--- src/wlqs_pkg.sv ---
// Shared types and constants for the wide line quad setup pipeline.
package wlqs_pkg;

    localparam int unsigned HALF_WIDTH_RESET = 15;

    // Per-word control that travels down the pipeline next to the data.
    typedef struct packed {
        logic valid;
        logic degen;
        logic w_neg;
        logic h_neg;
    } seg_flags_t;

endpackage

--- src/wlqs_corner.sv ---
// Back end: signed offsets, the eight corner sums, output register and skid word.
module wlqs_corner #(
    parameter int COORD_BITS  = 16,
    parameter int OFFSET_BITS = 8
) (
    input  logic                          clk,
    input  logic                          rst_n,
    input  wlqs_pkg::seg_flags_t          flags_in,
    input  logic signed [COORD_BITS-1:0]  sx_in,
    input  logic signed [COORD_BITS-1:0]  sy_in,
    input  logic signed [COORD_BITS-1:0]  ex_in,
    input  logic signed [COORD_BITS-1:0]  ey_in,
    input  logic        [OFFSET_BITS-1:0] r_in,
    input  logic        [OFFSET_BITS-1:0] qx_in,
    input  logic        [OFFSET_BITS-1:0] qy_in,
    input  logic                          out_stall,
    output logic                          run,
    output logic                          out_valid,
    output logic signed [COORD_BITS:0]    corner0_x,
    output logic signed [COORD_BITS:0]    corner0_y,
    output logic signed [COORD_BITS:0]    corner1_x,
    output logic signed [COORD_BITS:0]    corner1_y,
    output logic signed [COORD_BITS:0]    corner2_x,
    output logic signed [COORD_BITS:0]    corner2_y,
    output logic signed [COORD_BITS:0]    corner3_x,
    output logic signed [COORD_BITS:0]    corner3_y
);

    localparam int OUT_BITS = COORD_BITS + 1;
    localparam int EXT_BITS = ((COORD_BITS > OFFSET_BITS) ? COORD_BITS : OFFSET_BITS) + 2;

    logic signed [EXT_BITS-1:0] dx, dy;
    logic signed [EXT_BITS-1:0] sx_e, sy_e, ex_e, ey_e;
    logic        [OFFSET_BITS-1:0] mx, my;
    logic signed [OUT_BITS-1:0] corner_next [8];
    logic signed [OUT_BITS-1:0] out_reg     [8];
    logic signed [OUT_BITS-1:0] skid_reg    [8];
    logic out_valid_reg, skid_valid_reg;
    logic push, out_take;

    always_comb
    begin
        mx = flags_in.degen ? '0 : qx_in;
        my = flags_in.degen ? r_in : qy_in;
        // dx points against the slope: negative when w and h share a sign
        dx = (flags_in.w_neg == flags_in.h_neg) ? -EXT_BITS'(mx) : EXT_BITS'(mx);
        dy = EXT_BITS'(my);
        sx_e = EXT_BITS'(sx_in);
        sy_e = EXT_BITS'(sy_in);
        ex_e = EXT_BITS'(ex_in);
        ey_e = EXT_BITS'(ey_in);
        corner_next[0] = OUT_BITS'(sx_e + dx);
        corner_next[1] = OUT_BITS'(sy_e + dy);
        corner_next[2] = OUT_BITS'(sx_e - dx);
        corner_next[3] = OUT_BITS'(sy_e - dy);
        corner_next[4] = OUT_BITS'(ex_e - dx);
        corner_next[5] = OUT_BITS'(ey_e - dy);
        corner_next[6] = OUT_BITS'(ex_e + dx);
        corner_next[7] = OUT_BITS'(ey_e + dy);
    end

    // pipeline moves whenever the skid word is free
    assign run      = !skid_valid_reg;
    assign push     = run && flags_in.valid;
    assign out_take = out_valid_reg && !out_stall;

    always_ff @(posedge clk or negedge rst_n)
    begin
        if (!rst_n)
        begin
            out_valid_reg  <= 1'b0;
            skid_valid_reg <= 1'b0;
        end
        else if (skid_valid_reg)
        begin
            if (out_take)
            begin
                skid_valid_reg <= 1'b0;
            end
        end
        else if (push)
        begin
            if (out_valid_reg && !out_take)
            begin
                skid_valid_reg <= 1'b1;
            end
            else
            begin
                out_valid_reg <= 1'b1;
            end
        end
        else if (out_take)
        begin
            out_valid_reg <= 1'b0;
        end
    end

    always_ff @(posedge clk)
    begin
        if (skid_valid_reg)
        begin
            if (out_take)
            begin
                out_reg <= skid_reg;
            end
        end
        else if (push)
        begin
            if (out_valid_reg && !out_take)
            begin
                skid_reg <= corner_next;
            end
            else
            begin
                out_reg <= corner_next;
            end
        end
    end

    assign out_valid = out_valid_reg;
    assign corner0_x = out_reg[0];
    assign corner0_y = out_reg[1];
    assign corner1_x = out_reg[2];
    assign corner1_y = out_reg[3];
    assign corner2_x = out_reg[4];
    assign corner2_y = out_reg[5];
    assign corner3_x = out_reg[6];
    assign corner3_y = out_reg[7];

endmodule

--- config.mk ---
export PLATFORM = sky130hd
export DESIGN_NAME = wlqs_corner
export DESIGN_NICKNAME = d
export VERILOG_FILES = /design/src/wlqs_pkg.sv /design/src/wlqs_corner.sv
export SDC_FILE = /design/constraint.sdc
export NUM_CORES = 1
export LEC_CHECK = 0
export ABC_AREA = 1
export BUFFER_PORTS_ARGS = -buffer_cell sky130_fd_sc_hd__buf_2
export CAP_MARGIN = 25
export CORE_MARGIN = 2
export CORE_UTILIZATION = 50
export CTS_CLUSTER_SIZE = 25
export DETAILED_ROUTE_END_ITERATION = 10
export GPL_ROUTABILITY_DRIVEN = 1
export PLACE_DENSITY = 0.8
export SYNTH_ARGS = -nofsm -noshare
export SYNTH_HDL_FRONTEND = slang
export SYNTH_SLANG_ARGS = --single-unit
--- constraint.sdc ---
create_clock -name clk -period 8.79 [get_ports clk]
set_input_delay 2.637 -clock clk [delete_from_list [all_inputs] [get_ports clk]]
set_output_delay 2.637 -clock clk [all_outputs]
set_load 0.01 [all_outputs]
==> Yosys cells after proc, flatten, opt, wreduce, memory -nomap -nowiden <==
Cells that the tools add are included.
{ "totals": {"latch_bits": 0, "in_bits": 95, "ramBits": 0, "mem_bits_ro": 0, "mem_count": 0, "reg_bits": 274, "output_inout_bits": 138} }
{ "op_classes": {"n_div": 0, "bitwise_logic": 1, "n_shift": 0, "n_addsub": 9, "eq_ne": 4, "multipliers": 0, "n_reduce_logical": 11, "magnitude_cmp": 0, "n_mux": 14} }
{ "ops": {"columns": ["cell", "n"], "rows": [
  ["two-way mux 136 bit", 4],
  ["adder 16 x 17 -> 17 bit", 2],
  ["adder 16 x 9 -> 17 bit", 2],
  ["subtractor 16 x 17 -> 17 bit", 2],
  ["subtractor 16 x 9 -> 17 bit", 2],
  ["two-way mux 17 bit", 1],
  ["negation 8 -> 17 bit", 1],
  ["two-way mux 8 bit", 2],
  ["AND reduction 3 bit", 3],
  ["two-way mux 1 bit", 7],
  ["inequality test 2 bit, second input constant", 2],
  ["nonzero test 2 bit", 2],
  ["logical AND 1 bit", 3],
  ["zero test 1 bit", 3],
  ["inequality test 2 x 1 -> 1 bit, second input constant", 1],
  ["== test 1 bit", 1],
  ["inverter 1 bit", 1]
]} }

==> Depth between registers and ports, before layout <==
{ "depth": {"depth_word": 7, "depth_mapped": 22, "depth_no_buf": 20} }

==> Worst setup path after synthesis <==
Ideal clock, no wire load.
{ "synth_path": {"path_kind": "input-to-reg", "startpoint": "input flags_in[3] in the netlist's numbering", "endpoint": "register out_reg, in the netlist corner0_x[0], enable pin", "t_arrival_ps": 9192, "required_time_ps": 8123, "cell_stages": 3, "path_buffers": 0, "path_slack_ps": -1069, "setup_ps": 667, "path_cell_list": "nand2_1 > o21a_1 > a21oi_1"} }
{ "synth_via": {"elab_chain_cells": 3} }
{ "synth_rtl": {"columns": ["item", "line", "rtl"], "rows": [
  ["from (decl)", "wlqs_corner.sv:8", "input wlqs_pkg::seg_flags_t flags_in,"],
  ["logical AND 1 bit", "wlqs_corner.sv:64", "assign push = run && flags_in.valid;"],
  ["nonzero test 2 bit (no line)", null, null],
  ["AND reduction 3 bit (no line)", null, null],
  ["to (signal assigned)", "wlqs_corner.sv:104", "out_reg <= skid_reg;"],
  ["to (signal assigned)", "wlqs_corner.sv:115", "out_reg <= corner_next;"],
  ["to (decl)", "wlqs_corner.sv:36", "logic signed [OUT_BITS-1:0] out_reg [8];"]
]} }
Every way passes these cells.
A chain may end at the register's enable or synchronous reset.

==> Worst setup path after layout <==
{ "layout_path": {"startpoint": "input flags_in[0] in the netlist's numbering", "endpoint": "register out_reg, in the netlist corner0_x[14] (data pin)"} }
{ "layout_via": {"elab_chain_cells": 6} }
{ "layout_rtl": {"columns": ["item", "line", "rtl"], "rows": [
  ["== test 1 bit", "wlqs_corner.sv:46", "dx = (flags_in.w_neg == flags_in.h_neg) ? -EXT_BITS'(mx) : EXT_BITS'(mx);"],
  ["two-way mux 17 bit", "wlqs_corner.sv:46", null],
  ["adder 16 x 17 -> 17 bit", "wlqs_corner.sv:52", "corner_next[0] = OUT_BITS'(sx_e + dx);"],
  ["two-way mux 136 bit", "wlqs_corner.sv:109", "if (out_valid_reg && !out_take)"],
  ["two-way mux 136 bit", "wlqs_corner.sv:107", "else if (push)"],
  ["two-way mux 136 bit", "wlqs_corner.sv:100", "if (skid_valid_reg)"]
]} }
Every way passes these cells. The select of a mux whose other input is x is not followed.

==> run_results.csv <==
group,metric,value,unit
critical_path,cp_max_fo,11,
clocking,clock_sinks,266,
synthesis,async_flop_share,0.00752,
clocking,ctsHoldBuffers,0,
layout,fin_area,0.0193,sq mm
sta,hold_ws,0.509,ns
hold_path,hold_start,"skid_reg[86]",
synthesis,synth_cells,2046,
sta,setup_tns,0,ns
synthesis,syn-cell-area,0.0169,sq mm
power_and_ir_drop,vdd_drop_max,0.243,mV
layout,fin_cells,2724,
critical_path,arrival,5.61,ns
critical_path,endpoint_kind,"flip-flop",
clocking,post_cts_resized,0,
placement,numPortBuffers,232,
route,ant_nets,0,
hold_path,min_path_type,"flip-flop to flip-flop",
global_route,grt_use_total,0.253,
clocking,insertion_delay,0.56,ns
hold_path,hold_depth,2,
layout,synthToLayoutAreaGrowth,14.0,%
layout,largest_reg_flops,132,
sta,hold_viol,0,
sta,min_period,5.31,ns
critical_path,r2r_start,"skid_valid_reg",
floorplan,core_region_area,0.0334,sq mm
placement,post_dp_cell_area,0.0184,sq mm
floorplan,die_h,188,um
synthesis,ys.flop_type,"edfxtp_1",
sta,finClkSkew,0.0172,ns
layout,num-fill-cells,3082,
layout,final_nets,2455,
sta,setup_ws,3.48,ns
global_route,grt_max_degree,133,
synthesis,syn-mean-instance-area,8.28,sq um
route,drc,0,
job,maxCapViolCount,0,
sta,tightestPinTransition,0.963,ns
clocking,cts_tree,"built",
layout,final_cell_mix,"747 x nand2_1, 264 x edfxtp_1, 242 x inv_1",
critical_path,critPathKind,"primary input to flip-flop",
critical_path,required,9.09,ns
sta,relSlewSlack,0.358,
floorplan,rows,67,
placement,dp.cells,2666,
placement,dpl_worst_slack,2.92,ns
power_and_ir_drop,power_density,264,mW/mm^2
route,via_per_inst,5.14,
route,post_drt_wl_per_cell,16.7,um
route,routed-via-count,14000,
power_and_ir_drop,leakage,9.28,nW
sta,layout_worst_path_cycle_share,0.604,
layout,drive_gt1_frac,0.150,
layout,final_common_cell,"nand2_1",
floorplan,die_width,188,um
sta,slew_violations,0,
synthesis,synth_edf_count,264,
critical_path,r2r_cells,4,
critical_path,reg2reg_slack,5.37,ns
sta,rsz0062_at_grt,"false",
sta,setup_viol_count_final,0,
synthesis,synth.distinct_cells,47,
run_status,status,"finished, final reports clean",
clocking,clk_pin_slew_worst_paths,0.07,ns
clocking,root_buffer,"clkbuf_16",
synthesis,ys_seq_area_frac,0.471,
critical_path,start_kind,"primary input",
synthesis,yosys_warnings,0,
clocking,cts_buffer_depth,3,
route,routed_wl,45500,um
critical_path,crit_start,"flags_in[0]",
route,firstDrtPassIters,5,
route,initialDrtViolationCount,1077,
global_route,overflow,0,
clocking,cts_setup_buffers,0,
global_route,antenna_found_initial,7,
global_route,grt_pass1_wl,70700,um
placement,hpwl,34600,um
clocking,cts_made_buffers,29,
floorplan,pin_count,233,
sta,fmax,0.188,GHz
synthesis,ys_seq_elements,266,
clocking,htreeDepth,1,
floorplan,start_util,0.506,
synthesis,synth_fp_nets,2252,
placement,gp_congestion,0.919,
floorplan,dieArea,0.0354,sq mm
global_route,first_global_vias,13500,
[worst max-delay path: stages]
cell	delay (ns)
buf_2	0.10
inv_1	0.05
nand2_1	0.04
nand2_1	0.19
inv_2	0.17
o21ai_0	0.76
inv_1	0.26
fa_1	0.48
inv_1	0.07
nand2_1	0.06
o21ai_1	0.20
nand2_1	0.08
nand2_1	0.12
nand2_1	0.09
nand2_1	0.08
nand2_1	0.08
nand3_1	0.10
nand2_1	0.06
[power by group]
group	switching, W	internal [W]	total [W]	leakage [nW]
Combinational	0.00125	0.000586	0.00184	6.37
Sequential	0.000146	0.00197	0.00212	2.49
Clock	0.000513	0.000637	0.00115	0.423
[per-layer routing]
metal,vias up,global-route usage,part of all wire
li1,6966,-,-
met1,6421,0.330,0.42
met2,525,0.435,0.48
met3,80,0.0343,0.076
met4,4,0.0842,0.027
met5,-,0,0.00064
[final cells by class]
type | instances | area, sq um | share of cell area
Antenna cell | 5 | 12.5 | 0.000648
Clock inverter | 20 | 146 | 0.00758
Sequential cell | 266 | 7980 | 0.413
Tap cell | 448 | 561 | 0.0290
Timing Repair Buffer | 237 | 1210 | 0.0627
Inverter | 252 | 951 | 0.0493
Clock buffer | 33 | 741 | 0.0384
Multi-Input combinational cell | 1463 | 7700 | 0.399
[metrics by stage]
step | utilization | total power [W]
final | 0.577 | 0.00511
after global routing | 0.577 | 0.00542
after CTS | 0.577 | 0.00515
after detailed placement | 0.550 | 0.00399
after global placement | 0.550 | 0.00395
after floorplan | - | 0.00333
[synthesized netlist by cell type (3+ instances only)]
library cell,instances,share of area
and2_1,61,0.023
a21oi_1,65,0.019
nand4_1,11,0.0041
xor2_1,43,0.022
nand2_2,12,0.0044
edfxtp_1,264,0.47
xor2_2,5,0.0048
ha_1,103,0.076
buf_4,6,0.0027
and3_1,4,0.0015
o21ai_2,4,0.0021
or2_2,8,0.0030
clkbuf_1,21,0.0047
nand2_4,5,0.0033
nand3_1,165,0.049
o21ai_0,33,0.0098
inv_2,9,0.0020
buf_1,6,0.0013
nor3_1,20,0.0059
o21bai_1,10,0.0044
fa_1,8,0.0095
nand2_1,747,0.17
buf_2,29,0.0086
inv_1,242,0.054
nand3_2,4,0.0024
xnor2_1,8,0.0041
nand3b_1,4,0.0018
o21ai_1,11,0.0033
nor2_2,3,0.0011
nor2_1,114,0.025
[logic make-up after synthesis]
kind of cell | synth area share
AND/OR/NAND/NOR | 0.294
buffers and inverters | 0.0754
flip-flops | 0.471
AO/OA/AOI/OAI | 0.0423
adder cells (fa/ha/maj) | 0.0855
XOR/XNOR | 0.0321
[worst paths after layout]
path / endpoint
setup / recovery: corner0_x[14]
hold / removal: corner1_x[1]
setup reg to reg: skid_reg[90]
hold reg to reg: corner1_x[1]
max in group asynchronous: skid_valid_reg
min in group asynchronous: skid_valid_reg
No activity file was read; power rests on OpenSTA's default activity.
