$ cat config.mk
export PLATFORM = sky130hd
export DESIGN_NAME = wlqs_prep
export DESIGN_NICKNAME = d
export VERILOG_FILES = /design/src/wlqs_pkg.sv /design/src/wlqs_prep.sv
export SDC_FILE = /design/constraint.sdc
export NUM_CORES = 2
export LEC_CHECK = 0
export BUFFER_PORTS_ARGS = -buffer_cell sky130_fd_sc_hd__buf_4
export CORE_MARGIN = 10
export CORE_UTILIZATION = 40
export DETAILED_ROUTE_END_ITERATION = 8
export GPL_TIMING_DRIVEN = 0
export SETUP_SLACK_MARGIN = 0.2
export SLEW_MARGIN = 40
export SYNTH_ARGS = -nofsm -noshare
export SYNTH_HDL_FRONTEND = slang
export SYNTH_SLANG_ARGS = --single-unit
export TNS_END_PERCENT = 100
$ cat constraint.sdc
create_clock -name clk -period 7.45 [get_ports clk]
set_input_delay 0.745 -clock clk [delete_from_list [all_inputs] [get_ports clk]]
set_output_delay 0.745 -clock clk [all_outputs]
set_load 0.05 [all_outputs]
$ cat src/wlqs_pkg.sv
// Shared types and constants for the wide line quad setup pipeline.
package wlqs_pkg;

    localparam int unsigned HALF_WIDTH_RESET = 15;

    // Per-word control that travels down the pipeline next to the data.
    typedef struct packed {
        logic valid;
        logic degen;
        logic w_neg;
        logic h_neg;
    } seg_flags_t;

endpackage

$ cat src/wlqs_prep.sv
// Front end: deltas, magnitudes, squares and the two search targets.
module wlqs_prep #(
    parameter int COORD_BITS  = 16,
    parameter int OFFSET_BITS = 8
) (
    input  logic                                      clk,
    input  logic                                      rst_n,
    input  logic                                      run,
    input  logic                                      in_valid,
    input  logic signed [COORD_BITS-1:0]              sx_in,
    input  logic signed [COORD_BITS-1:0]              sy_in,
    input  logic signed [COORD_BITS-1:0]              ex_in,
    input  logic signed [COORD_BITS-1:0]              ey_in,
    input  logic        [OFFSET_BITS-1:0]             r_in,
    output wlqs_pkg::seg_flags_t                      flags_out,
    output logic signed [COORD_BITS-1:0]              sx_out,
    output logic signed [COORD_BITS-1:0]              sy_out,
    output logic signed [COORD_BITS-1:0]              ex_out,
    output logic signed [COORD_BITS-1:0]              ey_out,
    output logic        [OFFSET_BITS-1:0]             r_out,
    output logic        [2*COORD_BITS+2:0]            sum_out,
    output logic        [2*OFFSET_BITS+2*COORD_BITS+1:0] tgtx_out,
    output logic        [2*OFFSET_BITS+2*COORD_BITS+1:0] tgty_out
);

    localparam int DIFF_BITS = COORD_BITS + 1;
    localparam int MAG_BITS  = COORD_BITS + 1;
    localparam int MSQ_BITS  = 2 * MAG_BITS;
    localparam int SUM_BITS  = 2 * MAG_BITS + 1;
    localparam int RSQ_BITS  = 2 * OFFSET_BITS;
    localparam int TGT_BITS  = 2 * OFFSET_BITS + 2 * MAG_BITS;

    // stage 1: endpoint deltas
    logic                          v1_reg;
    logic signed [COORD_BITS-1:0]  sx1_reg, sy1_reg, ex1_reg, ey1_reg;
    logic        [OFFSET_BITS-1:0] r1_reg;
    logic signed [DIFF_BITS-1:0]   w1_reg, h1_reg;
    logic signed [DIFF_BITS-1:0]   w_next, h_next;

    // stage 2: magnitudes and flags
    wlqs_pkg::seg_flags_t          f2_reg, f2_next;
    logic signed [COORD_BITS-1:0]  sx2_reg, sy2_reg, ex2_reg, ey2_reg;
    logic        [OFFSET_BITS-1:0] r2_reg;
    logic        [MAG_BITS-1:0]    aw2_reg, ah2_reg, aw_next, ah_next;

    // stage 3: squares
    wlqs_pkg::seg_flags_t          f3_reg;
    logic signed [COORD_BITS-1:0]  sx3_reg, sy3_reg, ex3_reg, ey3_reg;
    logic        [OFFSET_BITS-1:0] r3_reg;
    logic        [MSQ_BITS-1:0]    awsq3_reg, ahsq3_reg;
    logic        [RSQ_BITS-1:0]    rsq3_reg;

    // stage 4: sum of squares and targets
    wlqs_pkg::seg_flags_t          f4_reg;
    logic signed [COORD_BITS-1:0]  sx4_reg, sy4_reg, ex4_reg, ey4_reg;
    logic        [OFFSET_BITS-1:0] r4_reg;
    logic        [SUM_BITS-1:0]    sum4_reg;
    logic        [TGT_BITS-1:0]    tgtx4_reg, tgty4_reg;

    always_comb
    begin
        w_next = DIFF_BITS'(ex_in) - DIFF_BITS'(sx_in);
        h_next = DIFF_BITS'(ey_in) - DIFF_BITS'(sy_in);
        aw_next = w1_reg[DIFF_BITS-1] ? MAG_BITS'(~w1_reg + 1'b1) : MAG_BITS'(w1_reg);
        ah_next = h1_reg[DIFF_BITS-1] ? MAG_BITS'(~h1_reg + 1'b1) : MAG_BITS'(h1_reg);
        f2_next.valid = v1_reg;
        f2_next.degen = (w1_reg == '0) && (h1_reg == '0);
        f2_next.w_neg = w1_reg[DIFF_BITS-1];
        f2_next.h_neg = h1_reg[DIFF_BITS-1];
    end

    always_ff @(posedge clk or negedge rst_n)
    begin
        if (!rst_n)
        begin
            v1_reg <= 1'b0;
            f2_reg <= '0;
            f3_reg <= '0;
            f4_reg <= '0;
        end
        else if (run)
        begin
            v1_reg <= in_valid;
            f2_reg <= f2_next;
            f3_reg <= f2_reg;
            f4_reg <= f3_reg;
        end
    end

    always_ff @(posedge clk)
    begin
        if (run)
        begin
            sx1_reg <= sx_in;
            sy1_reg <= sy_in;
            ex1_reg <= ex_in;
            ey1_reg <= ey_in;
            r1_reg  <= r_in;
            w1_reg  <= w_next;
            h1_reg  <= h_next;

            sx2_reg <= sx1_reg;
            sy2_reg <= sy1_reg;
            ex2_reg <= ex1_reg;
            ey2_reg <= ey1_reg;
            r2_reg  <= r1_reg;
            aw2_reg <= aw_next;
            ah2_reg <= ah_next;

            sx3_reg   <= sx2_reg;
            sy3_reg   <= sy2_reg;
            ex3_reg   <= ex2_reg;
            ey3_reg   <= ey2_reg;
            r3_reg    <= r2_reg;
            awsq3_reg <= MSQ_BITS'(aw2_reg) * MSQ_BITS'(aw2_reg);
            ahsq3_reg <= MSQ_BITS'(ah2_reg) * MSQ_BITS'(ah2_reg);
            rsq3_reg  <= RSQ_BITS'(r2_reg) * RSQ_BITS'(r2_reg);

            sx4_reg   <= sx3_reg;
            sy4_reg   <= sy3_reg;
            ex4_reg   <= ex3_reg;
            ey4_reg   <= ey3_reg;
            r4_reg    <= r3_reg;
            sum4_reg  <= SUM_BITS'(awsq3_reg) + SUM_BITS'(ahsq3_reg);
            tgtx4_reg <= TGT_BITS'(rsq3_reg) * TGT_BITS'(ahsq3_reg);
            tgty4_reg <= TGT_BITS'(rsq3_reg) * TGT_BITS'(awsq3_reg);
        end
    end

    assign flags_out = f4_reg;
    assign sx_out    = sx4_reg;
    assign sy_out    = sy4_reg;
    assign ex_out    = ex4_reg;
    assign ey_out    = ey4_reg;
    assign r_out     = r4_reg;
    assign sum_out   = sum4_reg;
    assign tgtx_out  = tgtx4_reg;
    assign tgty_out  = tgty4_reg;

endmodule

* Word level (Yosys, flattened, before mapping)
Cells that the tools add are included.
** Operators by class
- Multiplexer cells :: 2
- $mul :: 5
- Reductions and logical operators :: 3
- Bitwise logic cells :: 2
- Add/sub/neg operators :: 5
** Operator list (count)
- $mul 16x34->50 :: 2
- $mul 17x17->34 :: 2
- $add 34x34->35 :: 1
- $add 17x1->17 const B :: 2
- $logic_not 17->1 :: 2
- $not 17->17 :: 2
- $sub 16x16->17 :: 2
- $mux 16 :: 2
- $mul 8x8->16 :: 1
- $logic_and 1x1->1 :: 1
** Storage, ports and cells
- Register bits after elaboration :: 588
- Output and inout bits :: 211
- Word-level logic and storage cells :: 62
- Bits of input ports :: 76

* Depth between registers and ports, before layout
- Depth in word-level cells :: 3
- Depth in mapped cells :: 26
- Depth with buffers taken out :: 23

* Worst setup path after synthesis
Ideal clock, no wire load.
- Kind :: reg2reg
- Start point :: register rsq3_reg[7]
- End point :: register tgtx4_reg[27], in the netlist tgtx_out[27], data pin
- Arrival :: 6.190 ns
- Period minus slack after synthesis :: 6.448 ns
- Slack :: 1.002 ns
- Library setup time :: 0.258 ns
- Cell stages (with the launch flop) :: 25
- Data required time :: 7.192 ns
- Buffers on the path :: 2
- Cell sequence :: edfxtp_1 -> clkbuf_1 -> clkbuf_1 -> nand2_1 -> fa_1 -> inv_1 -> fa_1 -> inv_1 -> fa_1 -> inv_1 -> fa_1 -> fa_1 -> inv_1 -> fa_1 -> inv_1 -> ha_1 -> a21o_1 -> a211o_1 -> o22ai_1 -> o31ai_2 -> a31oi_2 -> o21ai_2 -> a221o_1 -> a21oi_2 -> xnor2_1
** On the way
- Longest elaborated chain between the ends :: 1
** RTL lines
- from (decl) :: RTL line wlqs_prep.sv:51 : logic [RSQ_BITS-1:0] rsq3_reg;
- from (signal assigned) :: RTL line wlqs_prep.sv:117 : rsq3_reg <= RSQ_BITS'(r2_reg) * RSQ_BITS'(r2_reg);
- $mul 16x34->50 :: RTL line wlqs_prep.sv:125 : tgtx4_reg <= TGT_BITS'(rsq3_reg) * TGT_BITS'(ahsq3_reg);
- to (signal assigned) :: RTL line wlqs_prep.sv:125
- to (decl) :: RTL line wlqs_prep.sv:58 : logic [TGT_BITS-1:0] tgtx4_reg, tgty4_reg;
Every way passes these cells.
A chain may end at the register's enable or synchronous reset.

* Final worst setup path
- Start point :: register rsq3_reg[15]
- End point :: register tgtx4_reg[49], in the netlist tgtx_out[49], data pin
The elaborated chain is that of the path after synthesis.

==> impl_metrics.tcl <==
set metrics [dict create \
    avgSynthCellArea_um2 10.34 \
    gp_congestion 0.9814 \
    dp_hpwl_um 164400 \
    core-area_um2 178800 \
    fill_cells 16994 \
    timing.critical_path.mode_cell "fa_1" \
    grt.total_usage_pct 20.73 \
    hp-class "in -> reg" \
    ys_ff_latch 582 \
    postLayoutCoreUtil_pct 45.18 \
    r2r-end "tgtx_out[49]$_DFFE_PP_" \
    num_vias 49500 \
    path_cells "clkbuf_2 -> clkbuf_2 -> and2_1 -> fa_1 -> fa_1 -> fa_1 -> fa_1 -> fa_1 -> inv_1 -> fa_1 -> inv_1 -> ha_2 -> nand2_1 -> or4_1 -> nor4b_2 -> a211oi_2 -> a21oi_2 -> a21bo_1 -> a41oi_2 -> xnor2_1" \
    clockBufferDepth 3 \
    hold_depth 1 \
    async_reset_ff_share_pct 2.234 \
    die-area_um2 197400 \
    drc 0 \
    root_buffer "clkbuf_16" \
    antenna_found_initial 22 \
    cts_buffers 72 \
    clock-sinks 582 \
    setup_violations 0 \
    top_usage_layer "met2" \
    drive_gt1_share_pct 9.327 \
    max_stage_delay_ns 0.62 \
    cap_violations 0 \
    path_class "reg -> reg" \
    reg2reg_setup_slack_ns 0.32 \
    ant_nets 0 \
    portBuffers 284 \
    rows 155 \
    hold_end "sy1_reg[2]$_DFFE_PP_" \
    relSlewSlack_pct 35.90 \
    syn_inst 6962 \
    yosysUniqueCellTypes 84 \
    worstReg2RegStart "rsq3_reg[15]$_DFFE_PP_" \
    crit_required_ns 7.89 \
    startpoint_type "flop" \
    cts_tree "built" \
    use_met1_pct 24.14 \
    wl_um 203700 \
    crit_fanout 10 \
    ys_warn_count 0 \
    grt_pass1_vias 53410 \
    post-route-period-util_pct 95.65 \
    area_delta_synth_final_pct 12.19 \
    arrival_ns 7.57 \
    dp_cells 9629 \
    htreeDepth 3 \
    fin_crit_ns 7.126 \
    drt_iter0_drc 3208 \
    worstSkewPairLatency_ns 0.73 \
    clock_skew_ns 0.04451 \
    finalWorstSetupSlack_ns 0.3239 \
    gr-total-overflow 0 \
    synth_edf_count 569 \
    final_max_slew_viol_count 0 \
    whs_ns 0.2083 \
    chipWidth_um 444.3 \
    outcome "finished, final reports clean" \
    r2r_cells 20 \
    multi_input_area_um2 47720 \
    grtUsageMet3_pct 5.399 \
    dp_worst_setup_slack_ns -0.9697 \
    hold_path.startpoint "sy_in[2]" \
    die_y_um 444.3 \
    grt_max_degree 81 \
    end_kind "flop" \
    use_met2_pct 34.91 \
    tightest_slew_ns 0.9615 \
    fin_nets 9328 \
    io_pins 287 \
    regArea_um2 17410 \
    grt_pass1_wl_um 312300 \
    start_util_pct 40.27 \
    rsz0062_at_grt "yes" \
    hold_viol 0 \
    clk_pin_slew_ns 0.06 \
    critPathSlowestCell "or4_1" \
    final_cells 9823 \
    synthesis.area_um2 72010 \
    vias_per_cell 5.039 \
    synth-seq-area-share_pct 24.18 \
    synthFlopType "edfxtp_1" \
    first_pass_iters 6 \
    wl_per_cell_um 20.73 \
    fmax_ghz 0.1403 \
]
==> worst max-delay path, delay by kind of cell (launching register included) <==
kind / cells / cell delay, ns
fa+ha+maj: 7 / 3.30
compound gates: 4 / 0.74
xor+xnor: 1 / 0.17
flops: 1 / 0.45
simple gates: 4 / 1.23
buf+inv: 4 / 0.93
==> cells in the mapped netlist, types with 8 or more instances <==
cell type | number | area, µm²
nand3_1 | 42 | 210.2
a211oi_1 | 20 | 150.1
o21ai_1 | 25 | 125.1
edfxtp_1 | 569 | 17090
o31a_1 | 10 | 87.58
or3_1 | 8 | 50.05
nand2_1 | 756 | 2838
o31ai_1 | 16 | 120.1
o211ai_1 | 10 | 75.07
o21bai_1 | 40 | 300.3
a21oi_1 | 177 | 885.9
o21a_1 | 27 | 202.7
xor2_1 | 74 | 648.1
clkbuf_1 | 232 | 870.8
inv_1 | 1655 | 6212
a221oi_1 | 8 | 70.07
mux2_2 | 15 | 168.9
dfrtp_1 | 13 | 325.3
fa_1 | 1229 | 24600
xnor2_1 | 181 | 1585
nor2b_1 | 37 | 231.5
and2_1 | 631 | 3948
nand4_1 | 16 | 100.1
and3_1 | 24 | 150.1
a31oi_1 | 15 | 93.84
nor2_1 | 160 | 600.6
a2111oi_0 | 9 | 78.83
o21ai_0 | 68 | 340.3
nand2b_1 | 18 | 112.6
nor3_1 | 38 | 190.2
a21o_1 | 103 | 773.2
ha_1 | 617 | 7720
==> through the flow <==
step	cell area, µm²	TNS [ns]
after floorplan	72080	0
after global placement	77160	-44.04
after detailed placement	77430	-25.12
after CTS	80200	0
after global routing	80770	0
final	80790	0
==> timing repair <==
action / in CTS / in global routing
gates resized for setup: 123 / 165
pin swaps: 2 / 7
hold endpoints to repair: 13 / 0
buffers inserted: 15 / 42
hold buffers: 1 / 0
endpoints found under the setup margin: 71 / 44
==> worst max-delay path by stage <==
stage	start	to	slack, ns	depth (start not counted)
3_3_place_gp	rsq3_reg[9]$_DFFE_PP_	tgty_out[40]$_DFFE_PP_	-1.27	22
2_1_floorplan	rsq3_reg[7]$_DFFE_PP_	tgtx_out[27]$_DFFE_PP_	1.00	24
5_1_grt	rsq3_reg[4]$_DFFE_PP_	tgty_out[40]$_DFFE_PP_	0.17	23
4_1_cts	aw2_reg[3]$_DFFE_PP_	awsq3_reg[33]$_DFFE_PP_	0.20	22
6_report	rsq3_reg[15]$_DFFE_PP_	tgtx_out[49]$_DFFE_PP_	0.32	20
3_5_place_dp	rsq3_reg[7]$_DFFE_PP_	tgty_out[40]$_DFFE_PP_	-0.97	24
==> per-layer routing <==
metal	wire (µm)	share of wire, %
met1	76670	38
met3	16910	8.3
met4	12840	6.3
met5	73	0.036
met2	97170	48
==> placed cells by master, fill, tap and decap left out, types with 82 or more instances in the layout <==
| cell type | n |
|---|---|
| buf_4 | 347 |
| clkbuf_2 | 105 |
| and2_1 | 631 |
| xnor2_1 | 181 |
| inv_1 | 1655 |
| nand2_1 | 756 |
| ha_1 | 615 |
| a21oi_1 | 170 |
| nor2_1 | 160 |
| edfxtp_1 | 569 |
| fa_1 | 1229 |
| clkbuf_1 | 82 |
| a21o_1 | 103 |
==> layout make-up <==
type,count,share of cell area [%]
multi-input combinational,4509,59.06
sequential,582,21.55
inverter,1655,7.690
tap,2355,3.647
timing repair buffer,350,3.547
clock buffer,83,2.281
buffer,236,1.555
clock inverter,47,0.6458
antenna,6,0.01859
==> cell families after synthesis <==
logic type	synth area share [%]
muxes	0.2624
buffers and inverters	9.869
other	0.01043
adders and majority gates	44.89
AOI/OAI and AO/OA	5.640
and+or+nand+nor	12.05
xor gates and xnor gates	3.102
DFF	24.18
Power is not shown: default switching activity piles up to over one toggle a cycle in this logic, so the estimate is an artifact.
